$ cat src/design/i2c_master_transaction_macros.svh
// Assertion macros for the I2C master transaction block.
// Included by i2cm_seq, which checks its own logic; no other dependencies.
`ifndef I2C_MASTER_TRANSACTION_MACROS_SVH
`define I2C_MASTER_TRANSACTION_MACROS_SVH
`ifndef SYNTH
// Antecedent implies consequent in the same cycle
`define I2CM_ASSERT_IMP(lbl, clk, rst_n, ante, cons) \
  lbl: assert property (@(posedge clk) disable iff (!rst_n) (ante) |-> (cons)) \
    else $error("i2c master check failed");
// Antecedent implies consequent in the next cycle
`define I2CM_ASSERT_NXT(lbl, clk, rst_n, ante, cons) \
  lbl: assert property (@(posedge clk) disable iff (!rst_n) (ante) |=> (cons)) \
    else $error("i2c master check failed");
`else
`define I2CM_ASSERT_IMP(lbl, clk, rst_n, ante, cons)
`define I2CM_ASSERT_NXT(lbl, clk, rst_n, ante, cons)
`endif
`endif

$ cat src/design/i2cm_pkg.sv
// Shared types and codes of the I2C master transaction block.
// No dependencies; used by the channel interfaces and all modules.
package i2cm_pkg;

  // Operation codes of a request
  localparam logic [1:0] OP_PROBE = 2'd0;
  localparam logic [1:0] OP_READ  = 2'd1;
  localparam logic [1:0] OP_WRITE = 2'd2;

  // Which byte is on the bus
  localparam logic [1:0] ST_DEV_W = 2'd0;
  localparam logic [1:0] ST_REG   = 2'd1;
  localparam logic [1:0] ST_DEV_R = 2'd2;
  localparam logic [1:0] ST_DATA  = 2'd3;

  localparam logic [7:0] PHASE_TICKS_RST = 8'd3;
  localparam logic [7:0] DIR_CLR_MASK    = 8'hFE;
  localparam logic [3:0] BITS_PER_BYTE   = 4'd8;

  // One tick request
  typedef struct packed {
    logic       cmd_valid;
    logic [1:0] operation;
    logic [7:0] device_address;
    logic [7:0] register_address;
    logic [7:0] byte_count;
    logic [7:0] write_byte;
    logic       write_byte_valid;
    logic       sda_in;
  } in_item_t;

  // One tick result
  typedef struct packed {
    logic       scl_level;
    logic       sda_level;
    logic       sda_drive;
    logic       busy_res;
    logic       byte_request;
    logic [7:0] read_data;
    logic       read_valid;
    logic       read_last;
    logic       done_res;
    logic       status;
    logic       acked;
  } out_item_t;

endpackage

$ cat src/design/i2cm_if.sv
// Valid/ready channel interfaces for tick requests and tick results.
// Depends on i2cm_pkg.
interface i2cm_in_if;
  import i2cm_pkg::*;
  logic     valid;
  logic     ready;
  in_item_t data;
  modport source(output valid, output data, input ready);
  modport sink(input valid, input data, output ready);
endinterface

interface i2cm_out_if;
  import i2cm_pkg::*;
  logic      valid;
  logic      ready;
  out_item_t data;
  modport source(output valid, output data, input ready);
  modport sink(input valid, input data, output ready);
endinterface

$ cat src/design/i2cm_seq.sv
// Bus phase sequencer: one tick per advance, registered tick result.
// Depends on i2cm_pkg and i2c_master_transaction_macros.svh.
`include "i2c_master_transaction_macros.svh"

module i2cm_seq (
  input  logic                clk,
  input  logic                rst_n,
  input  logic                advance,
  input  i2cm_pkg::in_item_t  item,
  input  logic [7:0]          phase_ticks,
  output i2cm_pkg::out_item_t result_r
);
  import i2cm_pkg::*;

  typedef enum logic [3:0] {
    PH_IDLE, PH_START_HI, PH_START_FALL, PH_TX_LOW, PH_TX_HIGH,
    PH_TXACK_LOW, PH_TXACK_HIGH, PH_RX_LOW, PH_RX_HIGH, PH_RXACK_LOW,
    PH_RXACK_HIGH, PH_RS_LOW, PH_STOP_LOW, PH_STOP_HIGH, PH_STOP_RISE,
    PH_WAIT_BYTE
  } phase_t;

  phase_t     phase_r, phase_nxt;
  logic [7:0] tick_r, tick_nxt;
  logic [3:0] bit_r, bit_nxt;
  logic [7:0] shift_r, shift_nxt;
  logic [7:0] left_r, left_nxt;
  logic [7:0] dev_r, dev_nxt;
  logic [7:0] reg_r, reg_nxt;
  logic [1:0] op_r, op_nxt;
  logic [1:0] stage_r, stage_nxt;
  logic       failed_r, failed_nxt;
  out_item_t  result_nxt;

  logic [7:0] period;
  logic       tick_end;
  logic [7:0] rx_shift;
  logic [3:0] bit_inc;

  assign period   = (phase_ticks == 8'd0) ? 8'd1 : phase_ticks;
  assign tick_end = ({1'b0, tick_r} + 9'd1) >= {1'b0, period};
  assign rx_shift = {shift_r[6:0], item.sda_in};
  assign bit_inc  = bit_r + 4'd1;

  // Decode bus levels, then advance the phase
  always_comb begin
    phase_nxt  = phase_r;
    tick_nxt   = tick_r;
    bit_nxt    = bit_r;
    shift_nxt  = shift_r;
    left_nxt   = left_r;
    dev_nxt    = dev_r;
    reg_nxt    = reg_r;
    op_nxt     = op_r;
    stage_nxt  = stage_r;
    failed_nxt = failed_r;

    result_nxt           = '0;
    result_nxt.scl_level = 1'b1;
    result_nxt.sda_level = 1'b1;
    result_nxt.busy_res  = (phase_r != PH_IDLE);

    // Drive levels for the current phase
    case (phase_r)
      PH_START_HI: begin
        result_nxt.sda_drive = 1'b1;
      end
      PH_START_FALL: begin
        result_nxt.sda_drive = 1'b1;
        result_nxt.sda_level = 1'b0;
      end
      PH_TX_LOW: begin
        result_nxt.scl_level = 1'b0;
        result_nxt.sda_drive = 1'b1;
        result_nxt.sda_level = shift_r[7];
      end
      PH_TX_HIGH: begin
        result_nxt.sda_drive = 1'b1;
        result_nxt.sda_level = shift_r[7];
      end
      PH_TXACK_LOW, PH_RX_LOW: begin
        result_nxt.scl_level = 1'b0;
      end
      PH_RXACK_LOW: begin
        result_nxt.scl_level = 1'b0;
        result_nxt.sda_drive = 1'b1;
        result_nxt.sda_level = (left_r == 8'd0);
      end
      PH_RXACK_HIGH: begin
        result_nxt.sda_drive = 1'b1;
        result_nxt.sda_level = (left_r == 8'd0);
      end
      PH_RS_LOW: begin
        result_nxt.scl_level = 1'b0;
        result_nxt.sda_drive = 1'b1;
      end
      PH_STOP_LOW: begin
        result_nxt.scl_level = 1'b0;
        result_nxt.sda_drive = 1'b1;
        result_nxt.sda_level = 1'b0;
      end
      PH_STOP_HIGH: begin
        result_nxt.sda_drive = 1'b1;
        result_nxt.sda_level = 1'b0;
      end
      PH_STOP_RISE: begin
        result_nxt.sda_drive = 1'b1;
      end
      PH_WAIT_BYTE: begin
        result_nxt.scl_level    = 1'b0;
        result_nxt.sda_drive    = 1'b1;
        result_nxt.sda_level    = 1'b0;
        result_nxt.byte_request = 1'b1;
      end
      default: begin
      end
    endcase

    // Count ticks within a timed phase
    if (phase_r != PH_IDLE && phase_r != PH_WAIT_BYTE) begin
      tick_nxt = tick_end ? 8'd0 : tick_r + 8'd1;
    end

    if (phase_r == PH_IDLE) begin
      // Take a new transaction; operation 3 is dropped
      if (item.cmd_valid && item.operation <= OP_WRITE) begin
        op_nxt     = item.operation;
        dev_nxt    = item.device_address;
        reg_nxt    = item.register_address;
        left_nxt   = (item.operation == OP_READ && item.byte_count == 8'd0) ?
                     8'd1 : item.byte_count;
        stage_nxt  = ST_DEV_W;
        failed_nxt = 1'b0;
        tick_nxt   = 8'd0;
        phase_nxt  = PH_START_HI;
      end
    end else if (phase_r == PH_WAIT_BYTE) begin
      // Hold the bus until a write byte arrives
      if (item.write_byte_valid) begin
        left_nxt  = left_r - 8'd1;
        tick_nxt  = 8'd0;
        shift_nxt = item.write_byte;
        bit_nxt   = 4'd0;
        phase_nxt = PH_TX_LOW;
      end
    end else if (tick_end) begin
      case (phase_r)
        PH_START_HI: phase_nxt = PH_START_FALL;
        PH_START_FALL: begin
          shift_nxt = (stage_r == ST_DEV_R) ? (dev_r | 8'h01) : (dev_r & DIR_CLR_MASK);
          bit_nxt   = 4'd0;
          phase_nxt = PH_TX_LOW;
        end
        PH_TX_LOW: phase_nxt = PH_TX_HIGH;
        PH_TX_HIGH: begin
          shift_nxt = {shift_r[6:0], 1'b0};
          bit_nxt   = bit_inc;
          phase_nxt = (bit_inc >= BITS_PER_BYTE) ? PH_TXACK_LOW : PH_TX_LOW;
        end
        PH_TXACK_LOW: phase_nxt = PH_TXACK_HIGH;
        PH_TXACK_HIGH: begin
          if (item.sda_in) begin
            failed_nxt = 1'b1;
            phase_nxt  = PH_STOP_LOW;
          end else if (stage_r == ST_DEV_W) begin
            if (op_r == OP_PROBE) begin
              phase_nxt = PH_STOP_LOW;
            end else begin
              stage_nxt = ST_REG;
              shift_nxt = reg_r;
              bit_nxt   = 4'd0;
              phase_nxt = PH_TX_LOW;
            end
          end else if (stage_r == ST_REG && op_r == OP_READ) begin
            stage_nxt = ST_DEV_R;
            phase_nxt = PH_RS_LOW;
          end else if (stage_r == ST_DEV_R) begin
            bit_nxt   = 4'd0;
            shift_nxt = 8'd0;
            phase_nxt = PH_RX_LOW;
          end else begin
            // Register address or data byte sent: next byte or stop
            stage_nxt = ST_DATA;
            phase_nxt = (left_r == 8'd0) ? PH_STOP_LOW : PH_WAIT_BYTE;
          end
        end
        PH_RX_LOW: phase_nxt = PH_RX_HIGH;
        PH_RX_HIGH: begin
          shift_nxt = rx_shift;
          bit_nxt   = bit_inc;
          if (bit_inc >= BITS_PER_BYTE) begin
            result_nxt.read_valid = 1'b1;
            result_nxt.read_data  = rx_shift;
            result_nxt.read_last  = (left_r <= 8'd1);
            left_nxt  = (left_r != 8'd0) ? left_r - 8'd1 : 8'd0;
            phase_nxt = PH_RXACK_LOW;
          end else begin
            phase_nxt = PH_RX_LOW;
          end
        end
        PH_RXACK_LOW: phase_nxt = PH_RXACK_HIGH;
        PH_RXACK_HIGH: begin
          if (left_r == 8'd0) begin
            phase_nxt = PH_STOP_LOW;
          end else begin
            bit_nxt   = 4'd0;
            shift_nxt = 8'd0;
            phase_nxt = PH_RX_LOW;
          end
        end
        PH_RS_LOW: phase_nxt = PH_START_HI;
        PH_STOP_LOW: phase_nxt = PH_STOP_HIGH;
        PH_STOP_HIGH: phase_nxt = PH_STOP_RISE;
        PH_STOP_RISE: begin
          result_nxt.done_res = 1'b1;
          result_nxt.status   = failed_r;
          result_nxt.acked    = (op_r == OP_PROBE) && !failed_r;
          phase_nxt = PH_IDLE;
        end
        default: phase_nxt = PH_IDLE;
      endcase
    end
  end

  // Hold state and the tick result; advance only on an accepted tick
  always_ff @(posedge clk) begin
    if (!rst_n) begin
      phase_r  <= PH_IDLE;
      tick_r   <= 8'd0;
      bit_r    <= 4'd0;
      shift_r  <= 8'd0;
      left_r   <= 8'd0;
      dev_r    <= 8'd0;
      reg_r    <= 8'd0;
      op_r     <= OP_PROBE;
      stage_r  <= ST_DEV_W;
      failed_r <= 1'b0;
    end else if (advance) begin
      phase_r  <= phase_nxt;
      tick_r   <= tick_nxt;
      bit_r    <= bit_nxt;
      shift_r  <= shift_nxt;
      left_r   <= left_nxt;
      dev_r    <= dev_nxt;
      reg_r    <= reg_nxt;
      op_r     <= op_nxt;
      stage_r  <= stage_nxt;
      failed_r <= failed_nxt;
    end
  end

  always_ff @(posedge clk) begin
    if (advance) begin
      result_r <= result_nxt;
    end
  end

  `I2CM_ASSERT_IMP(a_bit_range, clk, rst_n, 1'b1, bit_r <= BITS_PER_BYTE)
  `I2CM_ASSERT_IMP(a_wait_write, clk, rst_n, phase_r == PH_WAIT_BYTE, op_r == OP_WRITE)
  `I2CM_ASSERT_IMP(a_devr_read, clk, rst_n, stage_r == ST_DEV_R, op_r == OP_READ)
  `I2CM_ASSERT_NXT(a_done_idle, clk, rst_n,
    advance && result_nxt.done_res, phase_r == PH_IDLE && result_r.done_res)

endmodule

$ cat src/design/i2c_master_transaction.sv
// Top level of the I2C master transaction block: channels, config, staging.
// Depends on i2cm_pkg, i2cm_in_if, i2cm_out_if and i2cm_seq.
//
//  channel  dir  handshake        request / result
//  in_ch    in   valid/ready      one bus tick: command, write byte, sampled SDA
//  out_ch   out  valid/ready      one bus tick: SCL/SDA drive, read byte, done
//  cfg_*    in   write enable     phase_ticks (ticks per SCL half-phase)
//
// One request per clock while the result side is not stalled; a request passes through
// the input register, then the result register, before its tick result is valid.
// Reset (rst_n low, synchronous) puts the sequencer idle and phase_ticks at 3.
// A stalled result holds in the result register; in_ch.ready stays high while
// the input register is empty or moving on in the same cycle.
module i2c_master_transaction (
  input  logic       clk,
  input  logic       rst_n,
  i2cm_in_if.sink    in_ch,
  i2cm_out_if.source out_ch,
  input  logic       cfg_we,
  input  logic [7:0] cfg_wdata
);
  import i2cm_pkg::*;

  in_item_t   in_item_r;
  logic       in_valid_r;
  logic       out_valid_r;
  logic [7:0] phase_ticks_r;
  logic       advance;

  // Move a request into the sequencer when the result slot frees up
  assign advance     = in_valid_r && (!out_valid_r || out_ch.ready);
  assign in_ch.ready = !in_valid_r || advance;

  // Configuration register
  always_ff @(posedge clk) begin
    if (!rst_n) begin
      phase_ticks_r <= PHASE_TICKS_RST;
    end else if (cfg_we) begin
      phase_ticks_r <= cfg_wdata;
    end
  end

  // Input register and result valid flag
  always_ff @(posedge clk) begin
    if (!rst_n) begin
      in_valid_r  <= 1'b0;
      out_valid_r <= 1'b0;
    end else begin
      if (in_ch.ready) begin
        in_valid_r <= in_ch.valid;
      end
      if (advance) begin
        out_valid_r <= 1'b1;
      end else if (out_ch.ready) begin
        out_valid_r <= 1'b0;
      end
    end
  end

  always_ff @(posedge clk) begin
    if (in_ch.valid && in_ch.ready) begin
      in_item_r <= in_ch.data;
    end
  end

  i2cm_seq u_seq (
    .clk         (clk),
    .rst_n       (rst_n),
    .advance     (advance),
    .item        (in_item_r),
    .phase_ticks (phase_ticks_r),
    .result_r    (out_ch.data)
  );

  assign out_ch.valid = out_valid_r;

endmodule

$ cat src/flat_wrapper.sv
// flat-port wrapper written by rule: the top's interface ports become plain ports
module i2c_master_transaction_flat import i2cm_pkg::*;
  (clk, rst_n, cfg_we, cfg_wdata, in_ch_valid, in_ch_data, in_ch_ready, out_ch_valid, out_ch_data, out_ch_ready);
  i2cm_in_if in_ch_i ();
  i2cm_out_if out_ch_i ();
  input  logic clk;
  input  logic rst_n;
  input  logic cfg_we;
  input  logic [7:0] cfg_wdata;
  input wire logic [$bits(in_ch_i.valid)-1:0] in_ch_valid;
  input wire logic [$bits(in_ch_i.data)-1:0] in_ch_data;
  output wire logic [$bits(in_ch_i.ready)-1:0] in_ch_ready;
  output wire logic [$bits(out_ch_i.valid)-1:0] out_ch_valid;
  output wire logic [$bits(out_ch_i.data)-1:0] out_ch_data;
  input wire logic [$bits(out_ch_i.ready)-1:0] out_ch_ready;
  assign in_ch_i.valid = in_ch_valid;
  assign in_ch_i.data = in_ch_data;
  assign in_ch_ready = in_ch_i.ready;
  assign out_ch_valid = out_ch_i.valid;
  assign out_ch_data = out_ch_i.data;
  assign out_ch_i.ready = out_ch_ready;
  i2c_master_transaction u_core (.clk(clk), .rst_n(rst_n), .in_ch(in_ch_i), .out_ch(out_ch_i), .cfg_we(cfg_we), .cfg_wdata(cfg_wdata));
endmodule
$ cat config.mk
export PLATFORM = sky130hd
export DESIGN_NAME = i2c_master_transaction_flat
export DESIGN_NICKNAME = d
export VERILOG_FILES = /design/src/design/i2cm_pkg.sv /design/src/design/i2cm_if.sv /design/src/design/i2cm_seq.sv /design/src/design/i2c_master_transaction.sv /design/src/flat_wrapper.sv
export VERILOG_INCLUDE_DIRS = /design/src /design/src/design
export SDC_FILE = /design/constraint.sdc
export NUM_CORES = 1
export LEC_CHECK = 0
export BUFFER_PORTS_ARGS = -buffer_cell sky130_fd_sc_hd__buf_2
export CAP_MARGIN = 15
export CORE_MARGIN = 2
export CORE_UTILIZATION = 32
export CTS_CLUSTER_DIAMETER = 150
export DETAILED_ROUTE_END_ITERATION = 10
export HOLD_SLACK_MARGIN = 0.12
export PLACE_DENSITY = 0.47
export REMOVE_ABC_BUFFERS = 1
export SLEW_MARGIN = 20
export SYNTH_ARGS = -nofsm -noshare
export SYNTH_HDL_FRONTEND = slang
export SYNTH_SLANG_ARGS = --single-unit
$ cat constraint.sdc
create_clock -name clk -period 4.63 [get_ports clk]
set_input_delay 0.926 -clock clk [delete_from_list [all_inputs] [get_ports clk]]
set_output_delay 0.926 -clock clk [all_outputs]
set_load 0.01 [all_outputs]
# == Word level (Yosys, flattened, before mapping) ==
# Cells that the tools add are included.
# classes
mux,76
n_reduce_logical,47
order_cmp,4
bitwise_logic,5
n_eq_ne,32
addsub,4
# op_table
cell,count
2-to-1 mux 8 bit,25
2-to-1 mux 4 bit,21
one-hot mux 4 bit (13 select lines),1
one-hot mux 8 bit (5 select lines),1
== test 4 bit (second input constant),8
zero test 8 bit,3
2-to-1 mux 2 bit,12
AND reduction 10 bit,2
== test 4 x 3 -> 1 bit (second input constant),4
!= test 4 bit (second input constant),4
one-hot mux 4 bit (4 select lines),1
2-to-1 mux 1 bit,12
AND reduction 6 bit,2
OR reduction 4 bit,3
OR reduction 11 bit,1
nonzero test 2 bit,5
adder 8 x 1 -> 9 bit (second input constant),1
>= comparator 9 x 8 -> 1 bit,1
!= test 3 bit (second input constant),3
nonzero test 3 bit,3
adder 8 x 1 -> 8 bit (second input constant),1
== test 4 x 2 -> 1 bit (second input constant),2
<= comparator 8 x 1 -> 1 bit (second input constant),1
AND reduction 8 bit,1
other kinds (29),50
# word_totals
out_inout_bits,20
word_cells,200
regBits,118
inputBits,50

# == Logic depth before layout (Yosys ltp) ==
# Gate-level depths: netlist of the first run.
# logic_depth
word_depth,10
depth_mapped,12
depth_no_buf,12

# == Cells and area by module ==
# A second synthesis of the first run with hierarchy kept.
# hier_totals
hier_cells,527
hier_area_um2,5570.3
# by_module_without_submodules
module,area_each_um2,cells_per_inst,instances,seq_area_each_um2
i2cm_seq,4073.9,455,1,1581.5
i2c_master_transaction,1496.4,72,1,1311.3

# == Worst setup path after synthesis of the first run ==
# Ideal clock, no wire load.
# synth_timing
path_kind,flip-flop to flip-flop
startpoint,reg (tool-made name)
endpoint,reg u_core.u_seq.phase_r[3]
setup_ps,86
t_arrival_ps,2805
slack_ps,1739
period_less_slack_ps,2891
path_stages_with_launch,12
cell_sequence,dfxtp_1 ha_1 nand3_2 and2_1 or2_2 ha_1 a21o_1 a21oi_1 nand3_2 o31ai_1 nor2_1 a211oi_1
# synth_rtl
item,line_no,source
to (signal assigned),i2cm_seq.sv:238,phase_r <= phase_nxt;
to (decl),i2cm_seq.sv:22,"phase_t phase_r, phase_nxt;"

==> results.tsv, run 1 <==
metric	value	unit
clkTransAtPathRegs	0.06	ns
initial_core_util	32.98	%
fill_cells	1669	
final.setup_skew	0.01034	ns
synth_cells	534	
grt_pass1_vias	4215	
grt_usage	15.68	%
setup_viol	0	
htreeDepth	4	
final_cell_mix	68 x buf_2, 64 x nor2_1, 62 x dfxtp_1	
diodes	0	
synth_cell_type_count	67	
cpLargestDelayFamily	compound AO/OA/AOI/OAI gates	
slowest_delay	0.42	ns
worstPathArrival	3.75	ns
synth_seq_cells	116	
hp-class	flip-flop to flip-flop	
r2r_cells	12	
status	completed	
crit_end	u_core.u_seq.left_r[0]	
final_cell_area	6610	um^2
max_freq	294.1	MHz
die-area	18280	um^2
first_iter_violations	293	
dp_cells	801	
antenna_found_initial	0	
cp_num_buf_inv	1	
path_class	flip-flop to flip-flop	
yosysTopAreaCell	edfxtp_1	
num-nets-final	663	
synth-seq-area-share	51.98	%
clock_sinks	116	
instances_no_fill	833	
rr_endpoint	u_core.u_seq.left_r[0]	
post_cts_buffers	0	
drc	0	
crit_required	4.98	ns
fp-row-count	47	
drive_above_1_share	21.37	%
ios	70	
path_depth	12	
placed_area	6052	um^2
cts_buffers	17	
num_vias	4280	
synthArstFlopShare	0	%
cts_root_buf	clkbuf_16	
hold_slack	0.4771	ns
die_width	135.2	um
worstSetupEndpointType	flip-flop	
tightest_slew	0.9689	ns
syn_area	5508	um^2
synthTopCellsByArea	edfxtp_1 29%, dfxtp_1 23%, mux2i_1 5.1%	
overflow	0	
finalWeightedCongestion	0.8442	
clk_latency	0.42	ns
reg2reg_slack	1.23	ns
layout_commonest_cell	buf_2	
io_buffer_count	68	
multi_input_area	2432	um^2
hold_path_depth	2	
wl_per_cell	16.16	um
grt_max_degree	37	
fin_crit_sh	73.43	%
cts_tree	built	
wl	13.46	mm
peakVddDrop	250.3	uV
post_cts_resized	0	
path_cells	ha_1 -> nand3_2 -> and2_1 -> or2_2 -> ha_1 -> a21o_1 -> a21oi_1 -> nand3_2 -> o2111ai_4 -> inv_4 -> o21ai_4 -> mux2i_1	
cp_max_fo	10	
syn_to_final_growth	20.01	%
powerDensity	427.4	nW/um^2
viasPerCell	5.138	
rsz0062_at_grt	false	
avgSynthCellArea	10.31	um^2
maxSlewViolCount	0	
critPathLaunchType	flip-flop	
clock_path_buffers	2	
netlist.area_leader.share	29.44	%
ant_nets	0	
yosys_warnings	0	
place_hpwl	9.217	mm
finalHoldViolations	0	
post-route-min-period	3.400	ns
crit_path_top_delay_cell	o2111ai_4	
power.leakage	2.643	nW
relSlewSlack	35.01	%
seqCellArea	2863	um^2
die_height	135.2	um
drtPass1Iterations	5	
synth_edf_count	54	
synth_flop_cell	dfxtp_1	
coreArea	16700	um^2
tns	0	ns
drv_cap	0	
grt_pass1_wl	21.92	mm
ctsHoldBuffers	0	
==> worst reg2reg max path: cells and delay by family (launching register included) <==
family,cells,cell delay [ns]
AND/OR/NAND/NOR,4,0.82
flip-flops,1,0.41
multiplexers,1,0.22
adder cells (fa/ha/maj),2,0.62
buffers and inverters,1,0.15
AO/OA/AOI/OAI,4,1.13
==> synthesized netlist by cell type, drive strengths merged, types with 12 or more instances <==
cell type and count:
clkbuf 17, buf 12, edfxtp 54, a211oi 13, nor3 12, mux2i 28, o21ai 25, nor2 64
dfxtp 62, nand2 44, ha 13, inv 21, a21oi 28, and2 14
==> cells by family (layout without fill, tap and decap cells) <==
family | Yosys count | count (layout) | share of synthesized area, %
AO/OA/AOI/OAI | 132 | 132 | 17.99
buffers and inverters | 50 | 129 | 3.862
multiplexers | 28 | 28 | 5.089
XOR/XNOR | 8 | 8 | 1.272
AND/OR/NAND/NOR | 187 | 187 | 16.86
flip-flops | 116 | 116 | 51.98
adder cells (fa/ha/maj) | 13 | 13 | 2.953
==> state kept, by name, indices dropped and copies added, names as in the netlist, named ones only <==
register,flops
u_core.in_item_r,36
u_core.in_valid_r,1
u_core.out_ch.valid,1
u_core.phase_ticks_r,8
u_core.u_seq.bit_r,4
u_core.u_seq.dev_r,7
u_core.u_seq.failed_r,1
u_core.u_seq.left_r,8
u_core.u_seq.op_r,2
u_core.u_seq.phase_r,4
u_core.u_seq.reg_r,8
u_core.u_seq.result_r,18
u_core.u_seq.shift_r,8
u_core.u_seq.stage_r,2
u_core.u_seq.tick_r,1
==> per-layer routing <==
layer / wire (um) / part of all wire [%] / global-route usage (%)
met1: 6414 / 48 / 21.46
met2: 6052 / 45 / 23.58
met3: 751 / 5.6 / 4.040
met4: 244 / 1.8 / 6.597
met5: 0 / 0 / 0
==> final cells by class <==
type | instances | share of cell area, %
multi-input combinational | 368 | 36.80
tap | 220 | 4.164
sequential | 116 | 43.31
timing repair buffer | 76 | 6.057
clock inverter | 15 | 2.006
inverter | 21 | 1.230
clock buffer | 17 | 6.436
==> stage by stage <==
stage	power, W	setup slack, ns	utilization [%]
floorplan	0.001473	1.502	-
finish	0.002825	1.230	39.58
CTS	0.002857	1.249	39.58
detailed placement	0.001616	1.251	36.24
global placement	0.001616	1.292	36.24
global route	0.002951	0.9044	39.58
==> where the power goes <==
| group | leakage, nW | switching (W) | internal [W] | total [W] |
|---|---|---|---|---|
| sequential | 1.01 | 0.0000530 | 0.00113 | 0.00118 |
| clock | 0.266 | 0.000489 | 0.000738 | 0.00123 |
| combinational | 1.36 | 0.000257 | 0.000160 | 0.000416 |
==> worst min-delay path by stage <==
stage / end / slack (ns) / from
after floorplan: u_core.phase_ticks_r[0] / 0.44 / u_core.phase_ticks_r[0]
after global placement: u_core.u_seq.bit_r[2] / 0.46 / u_core.u_seq.bit_r[2]
after detailed placement: u_core.u_seq.dev_r[2] / 0.47 / u_core.in_item_r[28]
after CTS: u_core.u_seq.dev_r[2] / 0.48 / u_core.in_item_r[28]
after global routing: u_core.u_seq.bit_r[2] / 0.51 / u_core.u_seq.bit_r[2]
final: u_core.u_seq.reg_r[5] / 0.48 / u_core.in_item_r[23]
(Power assumes the default switching activity.)
==> run 2: changes to the inputs <==
clock period = 3.3 ns   (was 4.63 ns; I/O delays follow)
==> run 2 against run 1 <==
Against the previous run: global-route usage shrank 0.15 points; combinational power grew 45%; total power grew 48%; final cell count grew 1.3%; flip-flop and latch count is the same; setup slack lost 0.98 ns.
==> results.tsv, run 2 (synthesis results as in run 1) <==
metric	value	unit	change
status	completed		unchanged
die-area	18280	um^2	unchanged
num-nets-final	674		was 663
rsz0062_at_grt	false		unchanged
cts_root_buf	clkbuf_16		unchanged
clock_sinks	116		unchanged
drive_above_1_share	22.60	%	was 21.37%
maxSlewViolCount	0		unchanged
largestRegisters	u_core.in_item_r x36, u_core.u_seq.result_r x18		unchanged
post-route-min-period	3.054	ns	was 3.400 ns
coreArea	16700	um^2	unchanged
initial_core_util	32.98	%	unchanged
tightest_slew	0.7296	ns	was 0.9689 ns
first_iter_violations	327		was 293
path_class	flip-flop to flip-flop		unchanged
intPower	0.003117	W	was 0.002026 W
hp-class	primary input to flip-flop		was flip-flop to flip-flop
drc	0		unchanged
powerDensity	618.9	nW/um^2	was 427.4 nW/um^2
cp_max_fo	7		was 10
clkTransAtPathRegs	0.06	ns	about the same
finalWeightedCongestion	0.8275		was 0.8442
die_height	135.2	um	unchanged
placed_area	6135	um^2	was 6052 um^2
critPathLaunchType	flip-flop		unchanged
clockPowerShare	46.2	%	was 43.4%
viasPerCell	5.095		was 5.138
largest_reg_flops	36		unchanged
max_freq	327.5	MHz	was 294.1 MHz
ant_nets	0		unchanged
fp-row-count	47		unchanged
grt_usage	15.53	%	was 15.68%
wl_per_cell	15.89	um	was 16.16 um
antenna_found_initial	0		unchanged
post_cts_buffers	0		unchanged
crit_required	3.61	ns	was 4.98 ns
ios	70		unchanged
relSlewSlack	51.25	%	was 35.01%
finalHoldViolations	0		unchanged
grt_max_degree	37		unchanged
final_cell_mix	68 x buf_2, 64 x nor2_1, 62 x dfxtp_1		unchanged
drtPass1Iterations	4		was 5
tns	0	ns	unchanged
worstPathArrival	3.37	ns	was 3.75 ns
final_cell_area	6774	um^2	was 6610 um^2
clock_path_buffers	2		unchanged
wl	13.41	mm	was 13.46 mm
num_vias	4300		was 4280
drv_cap	0		unchanged
clk_latency	0.41	ns	was 0.42 ns
diodes	0		unchanged
regMostFlops	u_core.in_item_r		unchanged
switching_share	25.66	%	was 28.28%
worstSetupEndpointType	flip-flop		unchanged
peakVddDrop	450.4	uV	was 250.3 uV
htreeDepth	4		unchanged
die_width	135.2	um	unchanged
io_buffer_count	68		unchanged
grt_pass1_wl	21.85	mm	was 21.92 mm
power.leakage	2.746	nW	was 2.643 nW
overflow	0		unchanged
syn_to_final_growth	22.99	%	was 20.01%
place_hpwl	9.463	mm	was 9.217 mm
fill_cells	1659		was 1669
cts_buffers	17		unchanged
layout_commonest_cell	buf_2		unchanged
ctsHoldBuffers	0		unchanged
final.setup_skew	0.009123	ns	was 0.01034 ns
grt_pass1_vias	4148		was 4215
pwr-share-seq	39.3	%	was 41.8%
cts_tree	built		unchanged
p_switching	0.001076	W	was 0.0007991 W
fin_crit_sh	92.54	%	was 73.43%
p_comb_share	14.4	%	was 14.7%
min_from	in_ch_data[16]		was u_core.in_item_r[23]
setup_viol	0		unchanged
-- run 2: metrics by stage --
| step | utilization (%) | instances | setup WS [ns] | hold WS, ns | power (W) |
|---|---|---|---|---|---|
| finish | 40.56 | 844 | 0.2462 | 0.4206 | 0.004192 |
| global placement | 36.73 | 812 | 0.2883 | 0.4543 | 0.002280 |
| floorplan | - | 505 | 0.3751 | 0.4422 | 0.002066 |
| CTS | 40.52 | 844 | 0.2185 | 0.4009 | 0.004237 |
| global route | 40.56 | 844 | 0.03762 | 0.3985 | 0.004384 |
| detailed placement | 36.73 | 812 | 0.2216 | 0.4707 | 0.002277 |
-- run 2: layout make-up --
type	instances	area [um^2]	area share, %
clock inverters	13	180.2	2.660
repair buffers	87	483.0	7.130
flip-flops and latches	116	2863	42.26
well taps	220	275.3	4.064
inverters	21	81.33	1.201
multi-input cells	368	2439	36.00
clock buffers	19	452.9	6.686
-- run 2: path summary, 6_finish.rpt --
path / endpoint / depth (start not counted) / slack (ns)
max: u_core.u_seq.phase_r[3] / 13 / 0.25
min: u_core.in_item_r[16] / 1 / 0.42
max reg2reg: u_core.u_seq.phase_r[3] / 13 / 0.25
min reg2reg: u_core.u_seq.dev_r[2] / 2 / 0.48
-- run 2: worst max-delay path, cell delays in order (launching register included) --
cell	delay, ns
dfxtp_1	0.39
ha_1	0.28
nand3_2	0.12
and2_1	0.19
or2_2	0.29
ha_1	0.30
a21o_1	0.16
a21oi_1	0.21
nand3_2	0.16
buf_4	0.18
o31ai_1	0.22
buf_4	0.19
nor2_1	0.06
a211oi_1	0.21
-- run 2: per-layer routing --
layer	vias to the layer above	global-route usage [%]	routed length (um)
met3	18	4.190	716
met2	126	23.46	6070
met5	-	0	0
met4	0	6.424	257
li1	2137	-	-
met1	2019	21.08	6368
-- run 2: timing repair --
| item | CTS | global route |
|---|---|---|
| endpoints found under the hold margin | 0 | 0 |
| gates resized for setup | 0 | 1 |
| setup endpoints to repair | 0 | 2 |
-- run 2: power groups by stage --
stage | Combinational, W | Sequential (W) | Clock [W]
4_1_cts | 0.000604 | 0.00165 | 0.00198
5_1_grt | 0.000672 | 0.00166 | 0.00205
3_3_place_gp | 0.000603 | 0.00168 | 0
2_1_floorplan | 0.000394 | 0.00167 | 0
6_report | 0.000604 | 0.00165 | 0.00194
3_5_place_dp | 0.000600 | 0.00168 | 0
==> run 3: changes to the inputs <==
ABC_AREA = 1   (was unset)
==> run 3 against run 2 <==
Against the previous run: setup slack better by 0.20 ns; area after synthesis up 0.32%; utilization down 1.4 points; non-clock buffer count down 7; clock power down 10%; final cell count up 18%; first-iteration DRC count down 15%; clock skew up 0.0043 ns; worst hold slack worse by 0.0023 ns; wire length down 1.8%; design area down 1.0%; highest routed layer unchanged; total power down 6.2%; largest cell class unchanged.
==> results.tsv, run 3 <==
metric	value	unit	change
worstPathArrival	3.20	ns	was 3.37 ns
synth_most_common_cell	nand2_1		was nor2_1
ant_nets	0		unchanged
place_hpwl	9.533	mm	was 9.463 mm
wl_per_cell	13.23	um	was 15.89 um
die_width	135.4	um	was 135.2 um
synthTopCellsByCount	143 x nand2_1, 118 x nor2_1, 68 x inv_1		was 64 x nor2_1, 62 x dfxtp_1, 54 x edfxtp_1
power.leakage	2.945	nW	was 2.746 nW
grtUsageMet2	24.39	%	was 23.46%
coreArea	17120	um^2	was 16700 um^2
synth_cells	681		was 534
yosys_warnings	0		unchanged
antenna_found_initial	0		unchanged
clk_latency	0.41	ns	about the same
synth_edf_count	54		unchanged
post_cts_buffers	0		unchanged
grt_pass1_vias	4480		was 4148
overflow	0		unchanged
setup_viol	0		unchanged
cts_buffers	17		unchanged
num-nets-final	821		was 674
busiest_layer	met2		unchanged
clock_sinks	116		unchanged
ctsHoldBuffers	0		unchanged
worstSetupEndpointType	flip-flop		unchanged
htreeDepth	4		unchanged
rsz0062_at_grt	false		unchanged
diodes	0		unchanged
synth_seq_cells	116		unchanged
largestRegisters	u_core.in_item_r x36, u_core.u_seq.result_r x18		unchanged
initial_core_util	32.28	%	was 32.98%
synth_cell_type_count	37		was 67
status	completed		unchanged
cts_tree	built		unchanged
first_iter_violations	277		was 327
io_buffer_count	68		unchanged
grt_max_degree	46		was 37
yosysTopAreaCell	edfxtp_1		unchanged
die-area	18330	um^2	was 18280 um^2
post-route-min-period	2.856	ns	was 3.054 ns
finalHoldViolations	0		unchanged
hp-class	primary input to flip-flop		unchanged
num_vias	4576		was 4300
clkTransAtPathRegs	0.05	ns	was 0.06 ns
path_class	flip-flop to flip-flop		unchanged
die_height	135.4	um	was 135.2 um
ios	70		unchanged
post_cts_resized	0		unchanged
synthArstFlopShare	0	%	unchanged
netlist.area_leader.share	29.35	%	was 29.44%
avgSynthCellArea	8.114	um^2	was 10.31 um^2
final_cell_area	6706	um^2	was 6774 um^2
final.setup_skew	0.01337	ns	was 0.009123 ns
peakVddDrop	361.4	uV	was 450.4 uV
relSlewSlack	55.49	%	was 51.25%
fill_cells	1744		was 1659
max_freq	350.2	MHz	was 327.5 MHz
grtUsageMet3	3.891	%	was 4.190%
powerDensity	586.4	nW/um^2	was 618.9 nW/um^2
placed_area	6143	um^2	was 6135 um^2
viasPerCell	4.594		was 5.095
final_cell_mix	143 x nand2_1, 118 x nor2_1, 68 x inv_1, 68 x buf_2, 62 x dfxtp_1		was 68 x buf_2, 64 x nor2_1, 62 x dfxtp_1
critPathLaunchType	flip-flop		unchanged
synthTopCellsByArea	edfxtp_1 29%, dfxtp_1 22%, nand2_1 9.7%		was edfxtp_1 29%, dfxtp_1 23%, mux2i_1 5.1%
finalWeightedCongestion	0.8221		was 0.8275
drv_cap	0		unchanged
crit_required	3.64	ns	was 3.61 ns
fin_crit_sh	86.54	%	was 92.54%
tns	0	ns	unchanged
syn_area	5525	um^2	was 5508 um^2
clock_path_buffers	2		unchanged
fp-row-count	48		was 47
grt_pass1_wl	21.78	mm	was 21.85 mm
syn_to_final_growth	21.38	%	was 22.99%
wl	13.18	mm	was 13.41 mm
cp_max_fo	16		was 7
regMostFlops	u_core.in_item_r		unchanged
maxSlewViolCount	0		unchanged
drtPass1Iterations	4		unchanged
largest_reg_flops	36		unchanged
grt_usage	15.25	%	was 15.53%
use_met1	19.84	%	was 21.08%
cts_root_buf	clkbuf_16		unchanged
layout_commonest_cell	nand2_1		was buf_2
drive_above_1_share	16.99	%	was 22.60%
synth-seq-area-share	51.81	%	was 51.98%
drc	0		unchanged
tightest_slew	0.6636	ns	was 0.7296 ns
synth_flop_cell	dfxtp_1		unchanged
## run 3: cell count changes in the layout (fill, tap and decap cells not counted), moves of 18 or more
cell	delta
nand2_1	+99
mux2i_1	-28
inv_1	+49
nand3_1	+22
nand4_1	+18
a21oi_1	+20
nor2_1	+54
## run 3: cell families (layout without fill, tap and decap cells)
family / after synthesis / count (layout) / synth area share, %
DFF: 116 / 116 / 51.81
adders and majority gates: 13 / 13 / 2.944
AOI/OAI and AO/OA: 106 / 106 / 10.46
buffers and inverters: 98 / 188 / 7.088
and+or+nand+nor: 336 / 336 / 25.79
xor gates and xnor gates: 12 / 12 / 1.902
## run 3: worst paths after layout
| kind | startpoint | end | slack, ns | depth (start not counted) |
|---|---|---|---|---|
| worst max-delay path | flip-flop | u_core.u_seq.shift_r[2] | 0.44 | 17 |
| worst min-delay path | in_ch_data[10] | u_core.in_item_r[10] | 0.42 | 1 |
| worst max register to register | flip-flop | u_core.u_seq.shift_r[2] | 0.44 | 17 |
| worst min register to register | u_core.phase_ticks_r[0] | u_core.phase_ticks_r[0] | 0.47 | 2 |
## run 3: power by group
group	internal (W)	switching [W]	leakage (nW)	total, W
logic	0.000180	0.000376	1.65	0.000555
registers	0.00159	0.0000480	1.03	0.00164
clock network	0.00112	0.000618	0.264	0.00174
## run 3: worst max-delay path, cell delays in order, from the launching register on
cell and delay, ns:
dfxtp_1 0.44, ha_1 0.22, nand3_1 0.14, xnor2_1 0.18, ha_1 0.31, nand2_1 0.07, nor2_1 0.10, nand2_1 0.06
nand3_1 0.08, nand2_1 0.06, nand2_1 0.06, nand2_1 0.10, nand3_1 0.22, nand3_1 0.28, buf_12 0.24, nand2_1 0.05
nand2_1 0.04, nor2_1 0.12
## run 3: stage by stage
stage	util [%]	cells	hold WS, ns	setup WS, ns	total power (W)
after floorplan	-	659	0.4308	0.7104	0.002036
after global placement	35.89	964	0.4495	0.4951	0.002212
after detailed placement	35.89	964	0.4537	0.4636	0.002224
after CTS	39.18	996	0.3971	0.4326	0.003984
after global routing	39.18	996	0.3981	0.1408	0.004140
final	39.18	996	0.4182	0.4442	0.003932
## run 3: routing by layer
| metal | wire, um | vias up |
|---|---|---|
| li1 | - | 2397 |
| met1 | 6264 | 2055 |
| met2 | 6079 | 101 |
| met3 | 589 | 23 |
| met4 | 244 | 0 |
| met5 | 0 | - |
## run 3: area by class of cell
cell class / count / area (um^2) / share of cell area [%]
flip-flops and latches: 116 / 2863 / 42.69
multi-input cells: 467 / 2271 / 33.86
clock buffers: 22 / 454.2 / 6.772
repair buffers: 80 / 442.9 / 6.604
inverters: 76 / 285.3 / 4.254
well taps: 225 / 281.5 / 4.198
clock inverters: 10 / 108.9 / 1.623
